===== src/hdl/stt_pkg.sv =====
// Shared types, token and scan codes, and character class helpers for the
// source text tokenizer. No dependencies.
package stt_pkg;

	localparam int KIND_W  = 5;
	localparam int START_W = 24;
	localparam int LEN_W   = 24;
	localparam int LINE_W  = 20;

	localparam logic [START_W-1:0] START_MAX = '1;
	localparam logic [LINE_W-1:0]  LINE_MAX  = '1;

	// Character codes that the scanner tests against.
	localparam logic [7:0] CH_QUOTE = 8'h22;
	localparam logic [7:0] CH_NL    = 8'h0A;
	localparam logic [7:0] CH_CR    = 8'h0D;
	localparam logic [7:0] CH_TAB   = 8'h09;
	localparam logic [7:0] CH_SPACE = 8'h20;
	localparam logic [7:0] CH_SLASH = 8'h2F;
	localparam logic [7:0] CH_EQ    = 8'h3D;
	localparam logic [7:0] CH_DOT   = 8'h2E;
	localparam logic [7:0] CH_US    = 8'h5F;
	localparam logic [7:0] CH_BANG  = 8'h21;
	localparam logic [7:0] CH_LT    = 8'h3C;
	localparam logic [7:0] CH_GT    = 8'h3E;

	typedef enum logic [KIND_W-1:0] {
		K_LPAREN     = 5'd0,
		K_RPAREN     = 5'd1,
		K_LBRACE     = 5'd2,
		K_RBRACE     = 5'd3,
		K_LBRACKET   = 5'd4,
		K_RBRACKET   = 5'd5,
		K_COMMA      = 5'd6,
		K_COLON      = 5'd7,
		K_DOT        = 5'd8,
		K_MINUS      = 5'd9,
		K_PLUS       = 5'd10,
		K_SEMI       = 5'd11,
		K_STAR       = 5'd12,
		K_SLASH      = 5'd13,
		K_BANG       = 5'd14,
		K_BANG_EQ    = 5'd15,
		K_EQUAL      = 5'd16,
		K_EQUAL_EQ   = 5'd17,
		K_LESS       = 5'd18,
		K_LESS_EQ    = 5'd19,
		K_GREATER    = 5'd20,
		K_GREATER_EQ = 5'd21,
		K_STRING     = 5'd22,
		K_NUMBER     = 5'd23,
		K_IDENT      = 5'd24,
		K_END        = 5'd25,
		K_ERR_CHAR   = 5'd26,
		K_ERR_STR    = 5'd27
	} kind_t;

	typedef enum logic [3:0] {
		S_IDLE    = 4'd0,
		S_OP2     = 4'd1,
		S_SLASH   = 4'd2,
		S_COMMENT = 4'd3,
		S_STRING  = 4'd4,
		S_INT     = 4'd5,
		S_DOT     = 4'd6,
		S_FRAC    = 4'd7,
		S_IDENT   = 4'd8
	} scan_state_t;

	typedef struct packed {
		kind_t              kind;
		logic [START_W-1:0] start;
		logic [LEN_W-1:0]   length;
		logic [LINE_W-1:0]  line;
		logic               last;
	} tok_t;

	// Up to three tokens caused by one item, in order t0, t1, t2.
	typedef struct packed {
		logic [1:0] count;
		tok_t       t2;
		tok_t       t1;
		tok_t       t0;
	} step_t;

	function automatic logic is_digit(input logic [7:0] c);
		return (c >= 8'h30) && (c <= 8'h39);
	endfunction

	function automatic logic is_alpha(input logic [7:0] c);
		return ((c >= 8'h61) && (c <= 8'h7A)) || ((c >= 8'h41) && (c <= 8'h5A)) ||
			(c == CH_US);
	endfunction

	function automatic logic is_punct(input logic [7:0] c);
		return c inside {8'h28, 8'h29, 8'h7B, 8'h7D, 8'h5B, 8'h5D, 8'h2C, 8'h3A,
			8'h2E, 8'h2D, 8'h2B, 8'h3B, 8'h2A};
	endfunction

	function automatic kind_t punct_kind(input logic [7:0] c);
		kind_t k;
		case (c)
			8'h28:   k = K_LPAREN;
			8'h29:   k = K_RPAREN;
			8'h7B:   k = K_LBRACE;
			8'h7D:   k = K_RBRACE;
			8'h5B:   k = K_LBRACKET;
			8'h5D:   k = K_RBRACKET;
			8'h2C:   k = K_COMMA;
			8'h3A:   k = K_COLON;
			8'h2E:   k = K_DOT;
			8'h2D:   k = K_MINUS;
			8'h2B:   k = K_PLUS;
			8'h3B:   k = K_SEMI;
			8'h2A:   k = K_STAR;
			default: k = K_ERR_CHAR;
		endcase
		return k;
	endfunction

	// Kind of a one-character comparison operator.
	function automatic kind_t op_kind(input logic [7:0] c);
		kind_t k;
		case (c)
			CH_BANG: k = K_BANG;
			CH_EQ:   k = K_EQUAL;
			CH_LT:   k = K_LESS;
			default: k = K_GREATER;
		endcase
		return k;
	endfunction

	// Kind of the same operator followed by an equals sign.
	function automatic kind_t op_eq_kind(input logic [7:0] c);
		kind_t k;
		case (c)
			CH_BANG: k = K_BANG_EQ;
			CH_EQ:   k = K_EQUAL_EQ;
			CH_LT:   k = K_LESS_EQ;
			default: k = K_GREATER_EQ;
		endcase
		return k;
	endfunction

endpackage


===== src/hdl/stt_if.sv =====
// Valid/ready channel interfaces for source characters and tokens.
// Depends on stt_pkg for field widths.
interface stt_char_if import stt_pkg::*; ();
	logic       valid;
	logic       ready;
	logic       mode;
	logic [7:0] char_byte;

	modport source (output valid, output mode, output char_byte, input ready);
	modport sink (input valid, input mode, input char_byte, output ready);
endinterface

interface stt_token_if import stt_pkg::*; ();
	logic               valid;
	logic               ready;
	logic [KIND_W-1:0]  token_kind;
	logic [START_W-1:0] token_start;
	logic [LEN_W-1:0]   token_length;
	logic [LINE_W-1:0]  token_line;
	logic               last_of_run;

	modport source (output valid, output token_kind, output token_start,
		output token_length, output token_line, output last_of_run, input ready);
	modport sink (input valid, input token_kind, input token_start,
		input token_length, input token_line, input last_of_run, output ready);
endinterface


===== src/hdl/source_text_tokenizer_unit.sv =====
// Top level of the source text tokenizer: input register, scanner, result slots.
// Depends on stt_pkg, stt_if, stt_scanner and stt_result_buf.
//
// The unit takes one source byte (or an end-of-source mark) per cycle while
// the result slots have room, and delivers its tokens through the input
// register and then the result slots. Each item yields zero to three tokens;
// the slots drain one token per cycle while the output is ready, so an item
// that yields several tokens holds the input until they drain, while a run of
// single-token or silent items flows at one item per cycle. The scanner state
// advances once per processed item. No clearing pass follows reset. After an
// end-of-source item every further item is taken and dropped until reset.
module source_text_tokenizer_unit import stt_pkg::*; #(
	parameter int OFFSET_BITS = 24,
	parameter int LINE_BITS   = 20
) (
	input  logic        clk,
	input  logic        arst_n,
	stt_char_if.sink    chars,
	stt_token_if.source tokens
);

	logic       v_s1;
	logic       mode_s1;
	logic [7:0] char_s1;
	logic       room;
	logic       proc;
	step_t      step;
	tok_t       head;
	logic       head_valid;

	// Process the registered item when the result slots can take its tokens.
	always_comb begin
		proc         = v_s1 && room;
		chars.ready  = !v_s1 || room;
	end

	always_ff @(posedge clk or negedge arst_n) begin
		if (!arst_n) begin
			v_s1 <= 1'b0;
		end else if (chars.ready) begin
			v_s1 <= chars.valid;
		end
	end

	always_ff @(posedge clk) begin
		if (chars.ready && chars.valid) begin
			mode_s1 <= chars.mode;
			char_s1 <= chars.char_byte;
		end
	end

	stt_scanner #(
		.OFFSET_BITS(OFFSET_BITS),
		.LINE_BITS  (LINE_BITS)
	) u_scanner (
		.clk   (clk),
		.arst_n(arst_n),
		.en    (proc),
		.mode  (mode_s1),
		.c     (char_s1),
		.step  (step)
	);

	stt_result_buf u_result_buf (
		.clk   (clk),
		.arst_n(arst_n),
		.load  (proc),
		.step  (step),
		.take  (tokens.ready),
		.head  (head),
		.valid (head_valid),
		.room  (room)
	);

	// Output channel.
	always_comb begin
		tokens.valid        = head_valid;
		tokens.token_kind   = head.kind;
		tokens.token_start  = head.start;
		tokens.token_length = head.length;
		tokens.token_line   = head.line;
		tokens.last_of_run  = head.last;
	end

`ifndef SYNTH
	a_end_is_last: assert property (@(posedge clk) disable iff (!arst_n)
		tokens.valid && tokens.token_kind == K_END |-> tokens.last_of_run)
		else $error("end token not marked as last of its run");
`endif

endmodule


===== src/hdl/stt_scanner.sv =====
// Scan state registers and the one-step transition that turns one item into
// up to three tokens. Depends on stt_pkg.
module stt_scanner import stt_pkg::*; #(
	parameter int OFFSET_BITS = 24,
	parameter int LINE_BITS   = 20
) (
	input  logic       clk,
	input  logic       arst_n,
	input  logic       en,
	input  logic       mode,
	input  logic [7:0] c,
	output step_t      step
);

	// Working width for offsets and lengths, one bit above the widest value.
	localparam int PW = ((OFFSET_BITS > START_W) ? OFFSET_BITS : START_W) + 1;
	localparam int LW = (LINE_BITS > LINE_W) ? LINE_BITS : LINE_W;
	localparam logic [OFFSET_BITS-1:0] OMAX = '1;
	localparam logic [LINE_BITS-1:0]   LMAX = '1;

	scan_state_t            st_q, st_d;
	logic [7:0]             pend_q, pend_d;
	logic [OFFSET_BITS-1:0] pos_q, pos_d;
	logic [OFFSET_BITS-1:0] beg_q, beg_d;
	logic [LINE_BITS-1:0]   line_q, line_d;
	logic                   ended_q, ended_d;

	logic [PW-1:0]     p_x, beg_x, len_run, len_str, dot_pos, dot_len;
	logic [LW-1:0]     line_x;
	logic [LINE_W-1:0] line_o;

	tok_t        f0, f1;
	logic [1:0]  fcnt;
	logic        consumed, c_emit, line_inc_c;
	tok_t        ct;
	scan_state_t st_c;
	logic        s_emit, line_inc_s;
	tok_t        s_tok;
	scan_state_t st_s;
	logic [7:0]  pend_s;
	tok_t        a0, a1, x_tok;
	logic [1:0]  a_cnt;
	logic        x_v, line_inc;
	logic [1:0]  cnt;
	tok_t        t0, t1, t2;

	function automatic logic [START_W-1:0] clamp_off(input logic [PW-1:0] v);
		return (v > PW'(START_MAX)) ? START_MAX : v[START_W-1:0];
	endfunction

	function automatic tok_t mk(input kind_t k, input logic [PW-1:0] s,
		input logic [PW-1:0] l, input logic [LINE_W-1:0] ln);
		tok_t t;
		t.kind   = k;
		t.start  = clamp_off(s);
		t.length = clamp_off(l);
		t.line   = ln;
		t.last   = 1'b0;
		return t;
	endfunction

	// Offsets and lengths, with subtraction floored at zero.
	always_comb begin
		p_x     = PW'(pos_q);
		beg_x   = PW'(beg_q);
		len_run = (p_x > beg_x) ? p_x - beg_x : '0;
		len_str = len_run + PW'(1);
		dot_pos = (p_x != '0) ? p_x - PW'(1) : '0;
		dot_len = (dot_pos > beg_x) ? dot_pos - beg_x : '0;
		line_x  = LW'(line_q);
		line_o  = (line_x > LW'(LINE_MAX)) ? LINE_MAX : line_x[LINE_W-1:0];
	end

	// Tokens that close whatever is open.
	always_comb begin
		f0   = mk(K_NUMBER, beg_x, len_run, line_o);
		f1   = mk(K_DOT, dot_pos, PW'(1), line_o);
		fcnt = 2'd0;
		case (st_q)
			S_OP2: begin
				f0   = mk(op_kind(pend_q), beg_x, PW'(1), line_o);
				fcnt = 2'd1;
			end
			S_SLASH: begin
				f0   = mk(K_SLASH, beg_x, PW'(1), line_o);
				fcnt = 2'd1;
			end
			S_STRING: begin
				f0   = mk(K_ERR_STR, beg_x, len_run, line_o);
				fcnt = 2'd1;
			end
			S_INT, S_FRAC: begin
				fcnt = 2'd1;
			end
			S_DOT: begin
				f0   = mk(K_NUMBER, beg_x, dot_len, line_o);
				fcnt = 2'd2;
			end
			S_IDENT: begin
				f0   = mk(K_IDENT, beg_x, len_run, line_o);
				fcnt = 2'd1;
			end
			default: begin
				fcnt = 2'd0;
			end
		endcase
	end

	// Bytes that continue the open token.
	always_comb begin
		consumed   = 1'b0;
		c_emit     = 1'b0;
		line_inc_c = 1'b0;
		st_c       = st_q;
		ct         = mk(K_STRING, beg_x, len_str, line_o);
		case (st_q)
			S_OP2: begin
				if (c == CH_EQ) begin
					consumed = 1'b1;
					c_emit   = 1'b1;
					ct       = mk(op_eq_kind(pend_q), beg_x, PW'(2), line_o);
					st_c     = S_IDLE;
				end
			end
			S_SLASH: begin
				if (c == CH_SLASH) begin
					consumed = 1'b1;
					st_c     = S_COMMENT;
				end
			end
			S_COMMENT: begin
				consumed = 1'b1;
				if (c == CH_NL) begin
					line_inc_c = 1'b1;
					st_c       = S_IDLE;
				end
			end
			S_STRING: begin
				consumed = 1'b1;
				if (c == CH_QUOTE) begin
					c_emit = 1'b1;
					st_c   = S_IDLE;
				end else if (c == CH_NL) begin
					line_inc_c = 1'b1;
				end
			end
			S_INT: begin
				if (is_digit(c)) begin
					consumed = 1'b1;
				end else if (c == CH_DOT) begin
					consumed = 1'b1;
					st_c     = S_DOT;
				end
			end
			S_DOT: begin
				if (is_digit(c)) begin
					consumed = 1'b1;
					st_c     = S_FRAC;
				end
			end
			S_FRAC: begin
				consumed = is_digit(c);
			end
			S_IDENT: begin
				consumed = is_alpha(c) || is_digit(c);
			end
			default: begin
				consumed = 1'b0;
			end
		endcase
	end

	// A byte that opens a new token.
	always_comb begin
		s_emit     = 1'b0;
		line_inc_s = 1'b0;
		st_s       = S_IDLE;
		pend_s     = pend_q;
		s_tok      = mk(K_ERR_CHAR, p_x, PW'(1), line_o);
		if (is_punct(c)) begin
			s_emit = 1'b1;
			s_tok  = mk(punct_kind(c), p_x, PW'(1), line_o);
		end else if (c inside {CH_BANG, CH_EQ, CH_LT, CH_GT}) begin
			st_s   = S_OP2;
			pend_s = c;
		end else if (c == CH_SLASH) begin
			st_s = S_SLASH;
		end else if (c inside {CH_SPACE, CH_CR, CH_TAB}) begin
			st_s = S_IDLE;
		end else if (c == CH_NL) begin
			line_inc_s = 1'b1;
		end else if (c == CH_QUOTE) begin
			st_s = S_STRING;
		end else if (is_digit(c)) begin
			st_s = S_INT;
		end else if (is_alpha(c)) begin
			st_s = S_IDENT;
		end else begin
			s_emit = 1'b1;
		end
	end

	// Choose the path for this item and the next state.
	always_comb begin
		st_d     = st_q;
		pend_d   = pend_q;
		beg_d    = beg_q;
		ended_d  = ended_q;
		pos_d    = pos_q;
		line_inc = 1'b0;
		a0       = f0;
		a1       = f1;
		a_cnt    = 2'd0;
		x_v      = 1'b0;
		x_tok    = s_tok;
		if (!ended_q) begin
			if (mode) begin
				a_cnt   = fcnt;
				x_v     = 1'b1;
				x_tok   = mk(K_END, p_x, '0, line_o);
				st_d    = S_IDLE;
				ended_d = 1'b1;
			end else begin
				pos_d = (pos_q != OMAX) ? pos_q + OFFSET_BITS'(1) : pos_q;
				if (consumed) begin
					x_v      = c_emit;
					x_tok    = ct;
					st_d     = st_c;
					line_inc = line_inc_c;
				end else begin
					a_cnt    = fcnt;
					x_v      = s_emit;
					st_d     = st_s;
					pend_d   = pend_s;
					beg_d    = pos_q;
					line_inc = line_inc_s;
				end
			end
		end
		line_d = (line_inc && (line_q != LMAX)) ? line_q + LINE_BITS'(1) : line_q;
	end

	// Pack the tokens in order and mark the last one.
	always_comb begin
		t0  = a0;
		t1  = a1;
		t2  = x_tok;
		cnt = a_cnt + {1'b0, x_v};
		case (a_cnt)
			2'd0:    t0 = x_tok;
			2'd1:    t1 = x_tok;
			default: t2 = x_tok;
		endcase
		case (cnt)
			2'd1:    t0.last = 1'b1;
			2'd2:    t1.last = 1'b1;
			2'd3:    t2.last = 1'b1;
			default: t0.last = 1'b0;
		endcase
		step.count = cnt;
		step.t0    = t0;
		step.t1    = t1;
		step.t2    = t2;
	end

	// State registers advance once per processed item.
	always_ff @(posedge clk or negedge arst_n) begin
		if (!arst_n) begin
			st_q    <= S_IDLE;
			pend_q  <= '0;
			pos_q   <= '0;
			beg_q   <= '0;
			line_q  <= LINE_BITS'(1);
			ended_q <= 1'b0;
		end else if (en) begin
			st_q    <= st_d;
			pend_q  <= pend_d;
			pos_q   <= pos_d;
			beg_q   <= beg_d;
			line_q  <= line_d;
			ended_q <= ended_d;
		end
	end

`ifndef SYNTH
	a_end_latches: assert property (@(posedge clk) disable iff (!arst_n)
		en && mode && !ended_q |=> ended_q)
		else $error("end of source did not stop the scanner");
	a_silent_after_end: assert property (@(posedge clk) disable iff (!arst_n)
		ended_q |-> step.count == 2'd0)
		else $error("token produced after end of source");
	a_pos_counts: assert property (@(posedge clk) disable iff (!arst_n)
		en && !mode && !ended_q && pos_q != OMAX |=> pos_q == $past(pos_q) + OFFSET_BITS'(1))
		else $error("byte offset did not advance on a source byte");
`endif

endmodule


===== src/hdl/stt_result_buf.sv =====
// Three-slot result register that presents the tokens of one item in order.
// Depends on stt_pkg.
module stt_result_buf import stt_pkg::*; (
	input  logic  clk,
	input  logic  arst_n,
	input  logic  load,
	input  step_t step,
	input  logic  take,
	output tok_t  head,
	output logic  valid,
	output logic  room
);

	tok_t       slot_q [3];
	logic [1:0] cnt_q;
	logic       pop;

	// New tokens may enter when the slots are empty or their last token leaves this cycle.
	always_comb begin
		valid = (cnt_q != 2'd0);
		pop   = valid && take;
		room  = (cnt_q == 2'd0) || ((cnt_q == 2'd1) && take);
		head  = slot_q[0];
	end

	// Slot payload: load a fresh set or shift toward the head.
	always_ff @(posedge clk) begin
		if (load) begin
			slot_q[0] <= step.t0;
			slot_q[1] <= step.t1;
			slot_q[2] <= step.t2;
		end else if (pop) begin
			slot_q[0] <= slot_q[1];
			slot_q[1] <= slot_q[2];
		end
	end

	// Occupancy count.
	always_ff @(posedge clk or negedge arst_n) begin
		if (!arst_n) begin
			cnt_q <= 2'd0;
		end else if (load) begin
			cnt_q <= step.count;
		end else if (pop) begin
			cnt_q <= cnt_q - 2'd1;
		end
	end

endmodule

===== src/flat_wrapper.sv =====
// flat-port wrapper written by rule: the top's interface ports become plain ports
module source_text_tokenizer_unit_flat import stt_pkg::*;
#(
	parameter int OFFSET_BITS = 24,
	parameter int LINE_BITS   = 20
)
  (clk, arst_n, chars_valid, chars_mode, chars_char_byte, chars_ready, tokens_valid, tokens_token_kind, tokens_token_start, tokens_token_length, tokens_token_line, tokens_last_of_run, tokens_ready);
  stt_char_if chars_i ();
  stt_token_if tokens_i ();
  input  logic clk;
  input  logic arst_n;
  input wire logic [$bits(chars_i.valid)-1:0] chars_valid;
  input wire logic [$bits(chars_i.mode)-1:0] chars_mode;
  input wire logic [$bits(chars_i.char_byte)-1:0] chars_char_byte;
  output wire logic [$bits(chars_i.ready)-1:0] chars_ready;
  output wire logic [$bits(tokens_i.valid)-1:0] tokens_valid;
  output wire logic [$bits(tokens_i.token_kind)-1:0] tokens_token_kind;
  output wire logic [$bits(tokens_i.token_start)-1:0] tokens_token_start;
  output wire logic [$bits(tokens_i.token_length)-1:0] tokens_token_length;
  output wire logic [$bits(tokens_i.token_line)-1:0] tokens_token_line;
  output wire logic [$bits(tokens_i.last_of_run)-1:0] tokens_last_of_run;
  input wire logic [$bits(tokens_i.ready)-1:0] tokens_ready;
  assign chars_i.valid = chars_valid;
  assign chars_i.mode = chars_mode;
  assign chars_i.char_byte = chars_char_byte;
  assign chars_ready = chars_i.ready;
  assign tokens_valid = tokens_i.valid;
  assign tokens_token_kind = tokens_i.token_kind;
  assign tokens_token_start = tokens_i.token_start;
  assign tokens_token_length = tokens_i.token_length;
  assign tokens_token_line = tokens_i.token_line;
  assign tokens_last_of_run = tokens_i.last_of_run;
  assign tokens_i.ready = tokens_ready;
  source_text_tokenizer_unit #(.OFFSET_BITS(OFFSET_BITS), .LINE_BITS(LINE_BITS)) u_core (.clk(clk), .arst_n(arst_n), .chars(chars_i), .tokens(tokens_i));
endmodule

===== config.mk =====
export PLATFORM = sky130hd
export DESIGN_NAME = source_text_tokenizer_unit_flat
export DESIGN_NICKNAME = d
export VERILOG_FILES = /design/src/hdl/stt_pkg.sv /design/src/hdl/stt_if.sv /design/src/hdl/source_text_tokenizer_unit.sv /design/src/hdl/stt_scanner.sv /design/src/hdl/stt_result_buf.sv /design/src/flat_wrapper.sv
export SDC_FILE = /design/constraint.sdc
export NUM_CORES = 1
export LEC_CHECK = 0
export BUFFER_PORTS_ARGS = -buffer_cell sky130_fd_sc_hd__buf_4
export CAP_MARGIN = 0
export CORE_MARGIN = 4
export CORE_UTILIZATION = 50
export DETAILED_ROUTE_END_ITERATION = 12
export PLACE_DENSITY = 0.67
export RECOVER_POWER = 50
export SLEW_MARGIN = 20
export SYNTH_ARGS = -nofsm -noshare
export SYNTH_HDL_FRONTEND = slang
export SYNTH_SLANG_ARGS = --single-unit

===== constraint.sdc =====
create_clock -name clk -period 6 [get_ports clk]
set_input_delay 1.2 -clock clk [delete_from_list [all_inputs] [get_ports clk]]
set_output_delay 1.2 -clock clk [all_outputs]
set_load 0.05 [all_outputs]

==> flow_summary.toml <==
[synth]
async_reset_ff_frac = 0.267
synth_area_um2 = 19500
ys_types = 89
syn_avg_cell_area_um2 = 9.40
yosysTopAreaCell = "edfxtp_1"
netlist_top_cells_area = "edfxtp_1 35%, dfrtp_1 11%, nand2_1 5.9%"
synth_cells = 2079
ys_ff_latch = 315
netlist.area_leader.share = 0.355
yosys_most_used_dff = "edfxtp_1"
syn_nets = 2151
synth_most_common_cell = "nand2_1"
seq_area_frac_synth = 0.462
synthTopCellsByCount = "309 x nand2_1, 231 x edfxtp_1, 174 x nor2_1"
synth-edff-count = 231
yosys_warnings = 0

[route]
drt-total-wl_um = 57900
drc = 0
vias_per_cell = 5.97
drt_iter0_markers = 1501
routedWlPerCell_um = 22.1
via_count = 15600
ant_nets = 0
first_pass_iters = 8

[cells_and_area]
utilization = 0.550
antenna_cells = 0
finalNonFillerCells = 2618
syn_to_final_growth_pct = 8.74
nets = 2145
drive_gt1_frac = 0.0971

[hold_path]
hold_start = "u_core.u_scanner.pend_q[5]"
holdPathStages = 1
hold_class = "flop to flop"
holdPathEnd = "u_core.u_scanner.pend_q[5]"

[die]
start_util = 0.506
dieWidth_um = 206
core_area_um2 = 38600
dieArea_um2 = 42300
die_h_um = 206
ioPinCount = 89
rows = 72

[critical_path]
end_kind = "flop"
r2r_end = "u_core.u_result_buf.slot_q[0][38]"
crit_type = "flop to flop"
cp.required_ns = 6.30
reg2reg_depth = 18
worstPathArrival_ns = 6.01
reg2reg_setup_slack_ns = 0.29
startpoint_type = "flop"
cp_max_fo = 14
timing.rr.start = "u_core.u_scanner.pos_q[13]"

[global_routing]
grt_pass1_vias = 14800
antenna_found_initial = 0
grt_max_degree = 78
grt_use_total = 0.271
grt_pass1_wl_um = 89200
gr-total-overflow = 0

[pwr]
total_power_w = 0.00705
powerDensity_nw_per_um2 = 332
netSwitchingFraction = 0.348
p_switching_w = 0.00245
internal-power_w = 0.00460
pwr-share-comb = 0.221
p_leak_nw = 8.85
sequentialPowerShare = 0.471
irDropWorstVdd_mv = 0.275
power.share.clock = 0.308

[timing]
fin_setup_tns_ns = 0
finClkSkew_ns = 0.0173
finalHoldViolCount = 0
maxSlewViolCount = 245
rsz0062_at_grt = "no"
slew_headroom = -1.29
period_minus_slack_ns = 5.71
post-route-period-util = 0.951
setup_viol = 0
clock.fmax_mhz = 175
worstMarginPinSlew_ns = 3.43
timing.hold.ws_ns = 0.460

[clock_tree]
cts.sinks = 315
clock_path_buffers = 3
cts_buffers = 36
cts_max_level = 2
clock_latency_ns = 0.55
clk_root_buffer_cell = "clkbuf_16"
cts_tree = "yes"
path_clk_slew_ns = 0.06

[run_status]
outcome = "finished with violations"
violations = "max-capacitance violations, max-slew violations"

[job]
max_cap_viol_count = 5

[placement]
placed_cells = 2551
dp_hpwl_um = 42700
portBuffers = 88
gp_congestion = 0.990
worst max path at each step:
stage / start / slack [ns] / cells after the start / to
final: u_core.u_scanner.pos_q[13] / 0.29 / 18 / u_core.u_result_buf.slot_q[0][38]
after global routing: u_core.u_scanner.beg_q[1] / 0.001 / 20 / u_core.u_result_buf.slot_q[0][42]
after CTS: u_core.u_scanner.pos_q[13] / 0.15 / 20 / u_core.u_result_buf.slot_q[0][23]
after detailed placement: u_core.u_scanner.pos_q[13] / 0.17 / 20 / u_core.u_result_buf.slot_q[0][23]
after global placement: u_core.u_scanner.pos_q[13] / 0.30 / 20 / u_core.u_result_buf.slot_q[0][23]
after floorplan: u_core.u_scanner.pos_q[14] / 0.45 / 21 / u_core.u_result_buf.slot_q[0][39]
worst max-delay path, cell delays in order (launching register included):
cell	delay, ns
dfrtp_1	0.49
or4_1	0.45
or4_1	0.54
nor4b_4	0.44
buf_4	0.28
nor2_1	0.09
ha_1	0.35
a21o_1	0.20
a21o_1	0.17
a21oi_1	0.22
nand3_1	0.13
o211ai_1	0.39
a2111oi_4	0.14
o211ai_1	0.25
a21o_1	0.48
buf_4	0.24
a21oi_1	0.04
or3_1	0.32
a32o_1	0.25
routing by layer:
layer / track usage / part of all wire
met1: 0.373 / 0.43
met2: 0.442 / 0.47
met3: 0.0416 / 0.057
met4: 0.0914 / 0.034
met5: 0 / 0
repair_timing:
item | in CTS | in global routing
hold buffers | 0 | 0
resized for setup | 0 | 10
setup buffers | 0 | 2
setup endpoints to repair | 0 | 22
cells in the final DEF (no fill, tap or decap), types with 11 or more instances in the layout:
cell type,instances
or3_1,31
and4_1,11
nor2_1,173
nor4_1,21
o21ai_0,91
mux2_2,31
o31ai_1,13
a211oi_1,13
xnor2_1,74
nor2b_1,18
and3_1,35
nand2_1,308
inv_1,75
nand3_1,43
clkbuf_16,36
edfxtp_1,231
o211ai_1,22
mux2i_1,31
buf_4,70
o21a_1,12
and2_1,16
a21oi_1,131
nand4_1,22
clkbuf_1,91
nand2b_1,25
nor3_1,41
dfrtp_1,83
a31oi_1,26
a21o_1,20
or4_1,12
ha_1,55
a32o_1,14
xor2_1,36
power groups by stage:
stage               sequential, W  clock [W]  combinational, W
detailed placement        0.00334          0           0.00177
global placement          0.00333          0           0.00176
CTS                       0.00331    0.00222           0.00177
finish                    0.00332    0.00217           0.00156
global route              0.00338    0.00231           0.00166
floorplan                 0.00333          0           0.00145
metrics by stage:
stage                     area, um^2  worst slack (ns)
after floorplan                19500             0.451
after global routing           21300           0.00131
after CTS                      21500             0.149
after detailed placement       20400             0.172
final                          21300             0.291
after global placement         20400             0.299
state kept, by name (all words and copies together), names as in the netlist:
signal / cells
u_core.char_s1: 8
u_core.mode_s1: 1
u_core.u_result_buf.cnt_q: 2
u_core.u_result_buf.slot_q: 222
u_core.u_scanner.beg_q: 24
u_core.u_scanner.ended_q: 1
u_core.u_scanner.line_q: 20
u_core.u_scanner.pend_q: 8
u_core.u_scanner.pos_q: 24
u_core.u_scanner.st_q: 4
u_core.v_s1: 1
cell type report:
class | instances | area, um^2
clock buffer | 48 | 966
clock inverter | 17 | 181
fill | 3543 | 17400
inverter | 77 | 289
multi-input combinational | 1480 | 9200
sequential | 315 | 9040
tap | 518 | 648
timing repair buffer | 163 | 930
logic make-up after synthesis:
kind of cell	synth area share
and+or+nand+nor	0.192
adders and majority gates	0.0385
buffers and inverters	0.0703
xor gates and xnor gates	0.0501
muxes	0.0349
AOI/OAI and AO/OA	0.152
DFF	0.462
Power figures use the tool's default switching activity.
